**config.mk**
```make
export PLATFORM = sky130hd
export DESIGN_NAME = waypoint_go_to_goal_controller
export DESIGN_NICKNAME = d
export VERILOG_FILES = /design/src/rtl/wgc_pkg.sv /design/src/rtl/wgc_cordic.sv /design/src/rtl/wgc_dsmul.sv /design/src/rtl/waypoint_go_to_goal_controller.sv
export SDC_FILE = /design/constraint.sdc
export NUM_CORES = 1
export LEC_CHECK = 0
export BUFFER_PORTS_ARGS = -buffer_cell sky130_fd_sc_hd__buf_4
export CAP_MARGIN = 20
export CORE_MARGIN = 10
export CORE_UTILIZATION = 35
export DETAILED_ROUTE_END_ITERATION = 10
export SETUP_SLACK_MARGIN = 0.1
export SKIP_CTS_REPAIR_TIMING = 1
export SLEW_MARGIN = 20
export SYNTH_ARGS = -nofsm -noshare
export SYNTH_HDL_FRONTEND = slang
export SYNTH_HIERARCHICAL = 1
export SYNTH_SLANG_ARGS = --single-unit
```
**constraint.sdc**
```tcl
create_clock -name clk -period 6.6 [get_ports clk]
set_input_delay 0.66 -clock clk [delete_from_list [all_inputs] [get_ports clk]]
set_output_delay 0.66 -clock clk [all_outputs]
set_load 0.03 [all_outputs]
```
**src/rtl/wgc_pkg.sv**
```systemverilog
// ----------------------------------------------------------------------------
// wgc_pkg
// shared types, constants and the arctangent table of the go-to-goal controller
// ----------------------------------------------------------------------------
package wgc_pkg;

  // ring of targets and cordic depth
  localparam int TARGET_COUNT      = 3;
  localparam int CORDIC_ITERATIONS = 16;
  localparam int ANGLE_TABLE_LEN   = 24;
  localparam int CORDIC_STEPS      = (CORDIC_ITERATIONS > ANGLE_TABLE_LEN) ?
                                     ANGLE_TABLE_LEN : CORDIC_ITERATIONS;
  localparam int ITER_W            = $clog2(CORDIC_STEPS);
  localparam int IDX_W             = 2;

  // datapath widths
  localparam int XY_W        = 27;  // cordic x/y, signed, offset scaled by 2^8
  localparam int ZW          = 20;  // cordic angle, signed q16 radians
  localparam int MAG_W       = 26;  // non-negative cordic magnitude
  localparam int MUL_B_W     = 16;  // multiplier operand consumed digit by digit
  localparam int DIGIT_W     = 4;
  localparam int NUM_DIGITS  = MUL_B_W / DIGIT_W;
  localparam int DIGIT_CNT_W = $clog2(NUM_DIGITS);
  localparam int PROD_W      = MAG_W + MUL_B_W;

  localparam logic signed [ZW-1:0] HALF_PI_Q16  = 20'sd102944;
  localparam logic [MUL_B_W-1:0]   INV_GAIN_Q16 = 16'd39797;
  localparam int                   HEADING_MAX  = 25736;

  // input item kinds
  localparam logic CMD_MEASURE = 1'b0;
  localparam logic CMD_ADVANCE = 1'b1;

  // register map
  localparam logic [1:0] CFG_ARRIVE_DIST = 2'd0;
  localparam logic [1:0] CFG_FAR_LIMIT   = 2'd1;
  localparam logic [1:0] CFG_GAIN_FAR    = 2'd2;
  localparam logic [1:0] CFG_GAIN_NEAR   = 2'd3;

  typedef struct packed {
    logic                   done;
    logic [MAG_W-1:0]       mag;
    logic signed [ZW-1:0]   ang;
  } cordic_res_t;

  typedef struct packed {
    logic                done;
    logic [PROD_W-1:0]   prod;
  } mul_res_t;

  // atan(2^-i) in q16 radians, rounded to nearest
  function automatic logic signed [ZW-1:0] atan_q16(input logic [4:0] i);
    logic signed [ZW-1:0] a;
    case (i)
      5'd0:    a = 20'sd51472;
      5'd1:    a = 20'sd30386;
      5'd2:    a = 20'sd16055;
      5'd3:    a = 20'sd8150;
      5'd4:    a = 20'sd4091;
      5'd5:    a = 20'sd2047;
      5'd6:    a = 20'sd1024;
      5'd7:    a = 20'sd512;
      5'd8:    a = 20'sd256;
      5'd9:    a = 20'sd128;
      5'd10:   a = 20'sd64;
      5'd11:   a = 20'sd32;
      5'd12:   a = 20'sd16;
      5'd13:   a = 20'sd8;
      5'd14:   a = 20'sd4;
      5'd15:   a = 20'sd2;
      5'd16:   a = 20'sd1;
      default: a = 20'sd0;
    endcase
    return a;
  endfunction

endpackage

```
**src/rtl/wgc_cordic.sv**
```systemverilog
// ----------------------------------------------------------------------------
// wgc_cordic
// iterated vectoring cordic: magnitude and bearing of the offset, one step a cycle
// ----------------------------------------------------------------------------
module wgc_cordic (
  input  logic                     clk,
  input  logic                     rst_n,
  input  logic                     start,
  input  logic signed [15:0]       off_x,
  input  logic signed [15:0]       off_y,
  output wgc_pkg::cordic_res_t     res
);

  logic signed [wgc_pkg::XY_W-1:0] xs, ys, x0, y0;
  logic signed [wgc_pkg::XY_W-1:0] x_r, y_r, x_nxt, y_nxt, dx, dy;
  logic signed [wgc_pkg::ZW-1:0]   z0, z_r, z_nxt, ang;
  logic [wgc_pkg::ITER_W-1:0]      it_r;
  logic                            run_r, done_r, zero_r;

  // offset scaled by 2^8, folded into the right half plane
  always_comb begin
    xs = {{(wgc_pkg::XY_W-24){off_x[15]}}, off_x, 8'h00};
    ys = {{(wgc_pkg::XY_W-24){off_y[15]}}, off_y, 8'h00};
    x0 = xs;
    y0 = ys;
    z0 = '0;
    if (off_x[15]) begin
      if (!off_y[15]) begin
        x0 = ys;
        y0 = -xs;
        z0 = wgc_pkg::HALF_PI_Q16;
      end else begin
        x0 = -ys;
        y0 = xs;
        z0 = -wgc_pkg::HALF_PI_Q16;
      end
    end
  end

  // one micro-rotation, arithmetic shifts round toward minus infinity
  always_comb begin
    dx  = y_r >>> it_r;
    dy  = x_r >>> it_r;
    ang = wgc_pkg::atan_q16(5'(it_r));
    if (!y_r[wgc_pkg::XY_W-1]) begin
      x_nxt = x_r + dx;
      y_nxt = y_r - dy;
      z_nxt = z_r + ang;
    end else begin
      x_nxt = x_r - dx;
      y_nxt = y_r + dy;
      z_nxt = z_r - ang;
    end
  end

  always_ff @(posedge clk) begin
    if (!rst_n) begin
      run_r  <= 1'b0;
      done_r <= 1'b0;
    end else begin
      done_r <= 1'b0;
      if (start) begin
        run_r  <= 1'b1;
        it_r   <= '0;
        x_r    <= x0;
        y_r    <= y0;
        z_r    <= z0;
        zero_r <= (off_x == 16'sd0) && (off_y == 16'sd0);
      end else if (run_r) begin
        x_r  <= x_nxt;
        y_r  <= y_nxt;
        z_r  <= z_nxt;
        it_r <= it_r + wgc_pkg::ITER_W'(1);
        if (it_r == wgc_pkg::ITER_W'(wgc_pkg::CORDIC_STEPS - 1)) begin
          run_r  <= 1'b0;
          done_r <= 1'b1;
        end
      end
    end
  end

  // zero offset gives zero length and zero bearing
  assign res.done = done_r;
  assign res.mag  = (zero_r || x_r[wgc_pkg::XY_W-1]) ? '0 : x_r[wgc_pkg::MAG_W-1:0];
  assign res.ang  = zero_r ? '0 : z_r;

endmodule

```
**src/rtl/wgc_dsmul.sv**
```systemverilog
// ----------------------------------------------------------------------------
// wgc_dsmul
// digit-serial multiplier: one 4-bit digit of b per cycle, low digits shift out
// ----------------------------------------------------------------------------
module wgc_dsmul (
  input  logic                          clk,
  input  logic                          rst_n,
  input  logic                          start,
  input  logic [wgc_pkg::MAG_W-1:0]     a,
  input  logic [wgc_pkg::MUL_B_W-1:0]   b,
  output wgc_pkg::mul_res_t             res
);

  localparam int SUM_W = wgc_pkg::MAG_W + wgc_pkg::DIGIT_W;

  logic [wgc_pkg::MAG_W-1:0]       a_r, hi_r;
  logic [wgc_pkg::MUL_B_W-1:0]     b_r, lo_r;
  logic [wgc_pkg::DIGIT_CNT_W-1:0] cnt_r;
  logic                            run_r, done_r;
  logic [SUM_W-1:0]                part, sum;

  // running high part never exceeds a, so the sum fits a plus one digit
  always_comb begin
    part = SUM_W'(a_r) * SUM_W'(b_r[wgc_pkg::DIGIT_W-1:0]);
    sum  = SUM_W'(hi_r) + part;
  end

  always_ff @(posedge clk) begin
    if (!rst_n) begin
      run_r  <= 1'b0;
      done_r <= 1'b0;
    end else begin
      done_r <= 1'b0;
      if (start) begin
        run_r <= 1'b1;
        cnt_r <= '0;
        a_r   <= a;
        b_r   <= b;
        hi_r  <= '0;
        lo_r  <= '0;
      end else if (run_r) begin
        hi_r  <= sum[SUM_W-1:wgc_pkg::DIGIT_W];
        lo_r  <= {sum[wgc_pkg::DIGIT_W-1:0], lo_r[wgc_pkg::MUL_B_W-1:wgc_pkg::DIGIT_W]};
        b_r   <= b_r >> wgc_pkg::DIGIT_W;
        cnt_r <= cnt_r + wgc_pkg::DIGIT_CNT_W'(1);
        if (cnt_r == wgc_pkg::DIGIT_CNT_W'(wgc_pkg::NUM_DIGITS - 1)) begin
          run_r  <= 1'b0;
          done_r <= 1'b1;
        end
      end
    end
  end

  assign res.done = done_r;
  assign res.prod = {hi_r, lo_r};

endmodule

```
**src/rtl/waypoint_go_to_goal_controller.sv**
```systemverilog
// ----------------------------------------------------------------------------
// waypoint_go_to_goal_controller
// proportional go-to-goal controller over a ring of targets
// ----------------------------------------------------------------------------
// Each measure transfer carries the robot position and the offset to the
// current target (signed q8.8). The block returns the absolute goal, the
// offset length from an iterated cordic, the bearing in q3.13 radians, a
// speed command (length times near or far gain, rounded, saturated) and the
// target index, which advances modulo the target count when the length falls
// below the switch threshold. A manual transfer only advances the index and
// returns zeros elsewhere. One item is in work at a time. A measure item
// passes the cordic unit, which runs one micro-rotation per cycle, and
// then the 4-bit digit-serial multiplier twice, once for the length
// scaling and once for the speed product. A manual item skips both
// units. The result sits in an output register, so the next item is
// accepted while an earlier result waits to be taken.
// ----------------------------------------------------------------------------
module waypoint_go_to_goal_controller (
  input  logic        clk,
  input  logic        rst_n,
  // input stream
  input  logic        in_tvalid,
  output logic        in_tready,
  input  logic [63:0] in_tdata,   // pos_x[15:0], pos_y[31:16], off_x[47:32], off_y[63:48]
  input  logic        in_tuser,   // cmd
  // result stream
  output logic        out_tvalid,
  input  logic        out_tready,
  output logic [87:0] out_tdata,  // goal_x[16:0], goal_y[33:17], distance[49:34],
                                  // heading[65:50], speed[81:66], target_index[83:82],
                                  // switched[84], zero fill[87:85]
  // configuration writes
  input  logic        cfg_wr_en,
  input  logic [1:0]  cfg_index,
  input  logic [15:0] cfg_wdata
);

  typedef enum logic [2:0] {
    S_IDLE,
    S_CORDIC,
    S_DIST,
    S_GAIN,
    S_SPEED,
    S_DONE
  } state_t;

  localparam int HW = wgc_pkg::ZW - 2;  // rounded heading before clamp
  localparam logic signed [HW-1:0] HEAD_HI = HW'(wgc_pkg::HEADING_MAX);
  localparam logic signed [HW-1:0] HEAD_LO = HW'(-wgc_pkg::HEADING_MAX);

  state_t state_r;

  // configuration registers
  logic [15:0] thr_r, far_limit_r;
  logic [9:0]  gain_far_r, gain_near_r;

  // item registers
  logic signed [16:0]         goal_x_r, goal_y_r;
  logic [15:0]                dist_r, speed_r;
  logic signed [15:0]         head_r;
  logic                       sw_r;
  logic [wgc_pkg::IDX_W-1:0]  target_r, target_adv;

  // result register
  logic        out_tvalid_r;
  logic [87:0] out_tdata_r;

  // unit handshakes
  wgc_pkg::cordic_res_t         cres;
  wgc_pkg::mul_res_t            mres;
  logic                         cordic_start, mul_start, in_xfer, out_free;
  logic [wgc_pkg::MAG_W-1:0]    mul_a;
  logic [wgc_pkg::MUL_B_W-1:0]  mul_b;
  logic [9:0]                   gain_sel;

  // rounding and saturation
  logic signed [wgc_pkg::ZW:0]  z_rnd;
  logic signed [HW-1:0]         head_full;
  logic signed [15:0]           head_q;
  logic [wgc_pkg::PROD_W:0]     dist_sum, sp_sum;
  logic [wgc_pkg::PROD_W-24:0]  dist_full;
  logic [wgc_pkg::PROD_W-8:0]   sp_full;
  logic [15:0]                  dist_q, speed_q;

  // -------------------------------------------------------------------------
  // handshakes
  // -------------------------------------------------------------------------
  assign in_tready    = (state_r == S_IDLE);
  assign in_xfer      = in_tvalid && in_tready;
  assign out_free     = !out_tvalid_r || out_tready;
  assign cordic_start = in_xfer && (in_tuser == wgc_pkg::CMD_MEASURE);
  assign out_tvalid   = out_tvalid_r;
  assign out_tdata    = out_tdata_r;

  // -------------------------------------------------------------------------
  // configuration writes, wide data keeps only the register's low bits
  // -------------------------------------------------------------------------
  always_ff @(posedge clk) begin
    if (!rst_n) begin
      thr_r       <= 16'd256;
      far_limit_r <= 16'd1024;
      gain_far_r  <= 10'd205;
      gain_near_r <= 10'd307;
    end else if (cfg_wr_en) begin
      case (cfg_index)
        wgc_pkg::CFG_ARRIVE_DIST: thr_r       <= cfg_wdata;
        wgc_pkg::CFG_FAR_LIMIT:   far_limit_r <= cfg_wdata;
        wgc_pkg::CFG_GAIN_FAR:    gain_far_r  <= cfg_wdata[9:0];
        wgc_pkg::CFG_GAIN_NEAR:   gain_near_r <= cfg_wdata[9:0];
        default: ;
      endcase
    end
  end

  // -------------------------------------------------------------------------
  // cordic unit and shared multiplier
  // -------------------------------------------------------------------------
  wgc_cordic u_cordic (
    .clk   (clk),
    .rst_n (rst_n),
    .start (cordic_start),
    .off_x (in_tdata[47:32]),
    .off_y (in_tdata[63:48]),
    .res   (cres)
  );

  // first pass: magnitude times 1/K, second pass: length times gain
  assign gain_sel  = (dist_r > far_limit_r) ? gain_far_r : gain_near_r;
  assign mul_start = ((state_r == S_CORDIC) && cres.done) || (state_r == S_GAIN);
  assign mul_a     = (state_r == S_GAIN) ? wgc_pkg::MAG_W'(dist_r) : cres.mag;
  assign mul_b     = (state_r == S_GAIN) ? wgc_pkg::MUL_B_W'(gain_sel)
                                         : wgc_pkg::INV_GAIN_Q16;

  wgc_dsmul u_dsmul (
    .clk   (clk),
    .rst_n (rst_n),
    .start (mul_start),
    .a     (mul_a),
    .b     (mul_b),
    .res   (mres)
  );

  // -------------------------------------------------------------------------
  // heading: round q16 angle to q3.13, clamp
  // -------------------------------------------------------------------------
  always_comb begin
    z_rnd     = (wgc_pkg::ZW + 1)'(cres.ang) + (wgc_pkg::ZW + 1)'(4);
    head_full = z_rnd[wgc_pkg::ZW:3];
    if (head_full > HEAD_HI) begin
      head_q = 16'(HEAD_HI);
    end else if (head_full < HEAD_LO) begin
      head_q = 16'(HEAD_LO);
    end else begin
      head_q = head_full[15:0];
    end
  end

  // -------------------------------------------------------------------------
  // distance: (x * 1/K + 2^23) >> 24, speed: (d * g + 128) >> 8, both saturate
  // -------------------------------------------------------------------------
  always_comb begin
    dist_sum  = (wgc_pkg::PROD_W + 1)'(mres.prod) + (wgc_pkg::PROD_W + 1)'(1 << 23);
    dist_full = dist_sum[wgc_pkg::PROD_W:24];
    dist_q    = (|dist_full[wgc_pkg::PROD_W-24:16]) ? 16'hFFFF : dist_full[15:0];
    sp_sum    = (wgc_pkg::PROD_W + 1)'(mres.prod) + (wgc_pkg::PROD_W + 1)'(128);
    sp_full   = sp_sum[wgc_pkg::PROD_W:8];
    speed_q   = (|sp_full[wgc_pkg::PROD_W-8:16]) ? 16'hFFFF : sp_full[15:0];
  end

  // index advance wraps at the end of the ring
  assign target_adv = (32'(target_r) >= wgc_pkg::TARGET_COUNT - 1) ? '0
                                                                    : target_r + 1'b1;

  // -------------------------------------------------------------------------
  // sequencer and result register
  // -------------------------------------------------------------------------
  always_ff @(posedge clk) begin
    if (!rst_n) begin
      state_r      <= S_IDLE;
      target_r     <= '0;
      out_tvalid_r <= 1'b0;
    end else begin
      // result register loads when free, otherwise empties on a transfer
      if (state_r == S_DONE && out_free) begin
        out_tvalid_r <= 1'b1;
      end else if (out_tready) begin
        out_tvalid_r <= 1'b0;
      end
      case (state_r)
        S_IDLE: begin
          if (in_xfer) begin
            dist_r  <= '0;
            head_r  <= '0;
            speed_r <= '0;
            if (in_tuser == wgc_pkg::CMD_ADVANCE) begin
              // manual advance: zero payload, always switches
              goal_x_r <= '0;
              goal_y_r <= '0;
              sw_r     <= 1'b1;
              state_r  <= S_DONE;
            end else begin
              goal_x_r <= 17'($signed(in_tdata[15:0])) + 17'($signed(in_tdata[47:32]));
              goal_y_r <= 17'($signed(in_tdata[31:16])) + 17'($signed(in_tdata[63:48]));
              sw_r     <= 1'b0;
              state_r  <= S_CORDIC;
            end
          end
        end
        S_CORDIC: begin
          if (cres.done) begin
            head_r  <= head_q;
            state_r <= S_DIST;
          end
        end
        S_DIST: begin
          if (mres.done) begin
            dist_r  <= dist_q;
            state_r <= S_GAIN;
          end
        end
        S_GAIN: begin
          // gain chosen from the stored length, multiplier started alongside
          sw_r    <= (dist_r < thr_r);
          state_r <= S_SPEED;
        end
        S_SPEED: begin
          if (mres.done) begin
            speed_r <= speed_q;
            state_r <= S_DONE;
          end
        end
        S_DONE: begin
          if (out_free) begin
            out_tdata_r  <= {3'b000, sw_r, (sw_r ? target_adv : target_r),
                             speed_r, head_r, dist_r, goal_y_r, goal_x_r};
            if (sw_r) begin
              target_r <= target_adv;
            end
            state_r <= S_IDLE;
          end
        end
        default: state_r <= S_IDLE;
      endcase
    end
  end

  // -------------------------------------------------------------------------
  // assertions
  // -------------------------------------------------------------------------
`ifndef NO_ASSERTIONS
  // stored index always inside the ring
  a_target_range: assert property (@(posedge clk) disable iff (!rst_n)
    32'(target_r) < wgc_pkg::TARGET_COUNT)
    else $error("target index outside the ring");

  // cordic finishes only while the sequencer waits for it
  a_cordic_done_state: assert property (@(posedge clk) disable iff (!rst_n)
    cres.done |-> (state_r == S_CORDIC))
    else $error("cordic done outside its wait state");

  // multiplier finishes only during a multiply phase
  a_mul_done_state: assert property (@(posedge clk) disable iff (!rst_n)
    mres.done |-> (state_r == S_DIST || state_r == S_SPEED))
    else $error("multiplier done outside a multiply phase");

  // a switching result moves the index when the ring has more than one target
  a_switch_moves: assert property (@(posedge clk) disable iff (!rst_n)
    (state_r == S_DONE && out_free && sw_r && wgc_pkg::TARGET_COUNT > 1)
      |=> (target_r != $past(target_r)))
    else $error("switch did not advance the target index");
`endif

endmodule
```
==> impl_results.md <==
* Final Skew at between 70 and 80 ps
* Final period demand of the worst path at 5945 ps
* Worst endpoint required time at 7050 ps
* Sum of overflow across all layers after global routing at 0
* Critical Path Start Type: register
* Power density cells at 243.6 nW/um2
* Final hold violation count at 0
* H-tree depth reported by CTS at 2
* Start point of the critical path: u_cordic/it_r[0]
* Horizontal extent of the die at 321.8 um
* Count of nets after finishing at ~3800
* Global-route wire length before repair at between 100000 and 150000 um
* Number of antenna violations at the first check in global routing at 3
* Static leakage power at roughly 14 nW
* Number of vias after detailed routing at 25606
* Max IR drop VDD at roughly 0.18 mV
* Post-synthesis area per instance at ~9.4 um2
* Cell area after synthesis at 31870 um2
* Critical path type: reg -> reg
* Antenna-violating nets left at 0
* Per-cell via count in the routed design at 5.450
* Final TNS setup at 0 ps
* Number of setup violations in the final report at 0
* Most frequent standard cell in the layout excluding fill and tap cells: nand2_1
* Hold_ws at 288.0 ps
* Max-slew headroom at the worst pin at 0.2988
* Final cycle utilization of the critical path at 0.9008
* Final-layout fill cell count at approximately 9000
* Cell count after synthesis at 3373
* Launch point of the worst hold path: cfg_wdata[5]
* Vias in the first global route at 24951
* Outcome: completed
* Worst min-delay path category: in -> reg
* TritonCTS Buffers at 50
* CTS tree: done
* Post-detailed-route DRC marker count at 0
* Starting utilization of the core area at 0.3535
* Wirelength, routed at ~90000 um
* Setup repair after global routing missed its margin: no
* Global placer's final weighted congestion at 0.9001
* Largest net degree at the start of global routing at 75
* Post-DP HPWL at approximately 68000 um
* Achievable clock frequency at around 0.17 GHz
* Number of max-slew violations in the final report at 0
* Maximum Capacitance Violations at 0
* Critical register-to-register path startpoint: u_cordic/it_r[0]
* Crit-path slowest cell: edfxtp_1
* Pre-Repair DR Iteration Count at 5
* Average routed wire per standard cell at 19.33 um
* Crit path max fanout at 26
* Number of standard-cell rows in the floorplan at 110
* Most used cells in the layout excluding fill and tap cells: nand2_1 (366), edfxtp_1 (326), nor2_1 (230)
* Fraction of layout cells with a size suffix above 1 at 0.1221
* Clk sinks at between 400 and 500
* Most Frequent Cell on Critical Path: ha_1
* Maximum clock path buffer count at 3
* Total inserted antenna cells at 0
* I/O pin cnt at between 150 and 200
* Latest clock arrival within the worst-skew pair at 640 ps
* Die H at 321.8 um
* Crit-path cells: buf_4, mux4_2, mux2i_1, mux2_2, ha_1, nor3b_1, a22oi_1, nor4b_4, a31oi_1, xnor2_1, ha_1, inv_1, nor3_1, nand2_1, a211oi_1, nor4_1, o21ai_0, a221oi_1, or3_1, a21oi_1
* Tightest Pin Transition at approximately 1100 ps
* Setup slack after layout at between 600 and 700 ps
* Core Footprint at around 90000 um2
* Clock slew seen by the registers of the worst setup and hold paths at ~60 ps
* Count of synthesis-stage warnings from yosys at 6
* Die area at slightly above 100000 um2
* P&R area growth vs syn at 13.00%
* Data arrival time of the critical path at between 6000 and 7000 ps
* CTS root buffer: clkbuf_16
* Critical Path Sink Type: register
* Worst Setup Slack post-DPL at 694.1 ps
* IO Port Bufs at around 170
* Biggest cell delay along the critical path at approximately 600 ps
* Total routing usage reported by global routing at 0.1709
* First-iteration detailed-routing DRC count at between 2000 and 2500
state kept, by name, indices dropped and copies added, names as in the netlist, 4 cells and up:
signal,cells
dist_r,16
far_limit_r,16
gain_far_r,10
gain_near_r,10
goal_x_r,17
goal_y_r,17
head_r,16
out_tdata,85
speed_r,16
thr_r,16
u_cordic/ang,16
u_cordic/it_r,4
u_cordic/x_r,27
u_cordic/y_r,27
u_cordic/z_r,20
u_dsmul/a_r,26
u_dsmul/b_r,16
u_dsmul/hi_r,26
u_dsmul/lo_r,9
final timing paths:
check             cells after the start          endpoint  slack, ps
setup / recovery                     20  u_cordic/x_r[25]        650
hold / removal                        3    gain_near_r[5]        290
setup reg to reg                     20  u_cordic/x_r[25]        650
hold reg to reg                       0     out_tdata[51]        390
cell type report:
type | instances | area (um2) | share of cell area
timing repair buffer | 207 | 1567 | 0.04349
inverter | 228 | 857.1 | 0.02380
clock inverter | 32 | 446.7 | 0.01240
clock buffer | 61 | 1303 | 0.03616
multi-input combinational | 2590 | 19020 | 0.5281
sequential | 404 | 11350 | 0.3152
tap | 1176 | 1471 | 0.04085
worst max-delay path: cells and delay by family, from the launching register on:
kind / cells / cell delay [ps]
compound gates: 6 / 1510
xor+xnor: 1 / 160
fa+ha+maj: 2 / 530
buf+inv: 2 / 510
flops: 1 / 600
mux: 3 / 900
simple gates: 6 / 1590
power by group:
part / leakage, nW / internal, W / total (W) / switching, W
logic: 9.52 / 0.00113 / 0.00267 / 0.00154
clock network: 0.828 / 0.00171 / 0.00290 / 0.00120
registers: 3.64 / 0.00302 / 0.00320 / 0.000181
total: 14.0 / 0.00585 / 0.00877 / 0.00292
stage by stage:
stage                     total power (W)  instances    util  cell area (um2)
after floorplan                  0.005198       3378       -            31890
after global placement           0.005870       4604  0.3798            34240
after detailed placement         0.005891       4604  0.3799            34250
after CTS                        0.008843       4697  0.3993            36000
after global routing             0.009282       4698  0.3995            36020
final                            0.008774       4698  0.3995            36020
metal layers:
layer,track usage,routed length [um]
met1,0.2205,39450
met2,0.2956,43970
met3,0.02399,5041
met4,0.04693,2290
met5,0,40
Note: power is estimated with default switching activity, not from simulation.
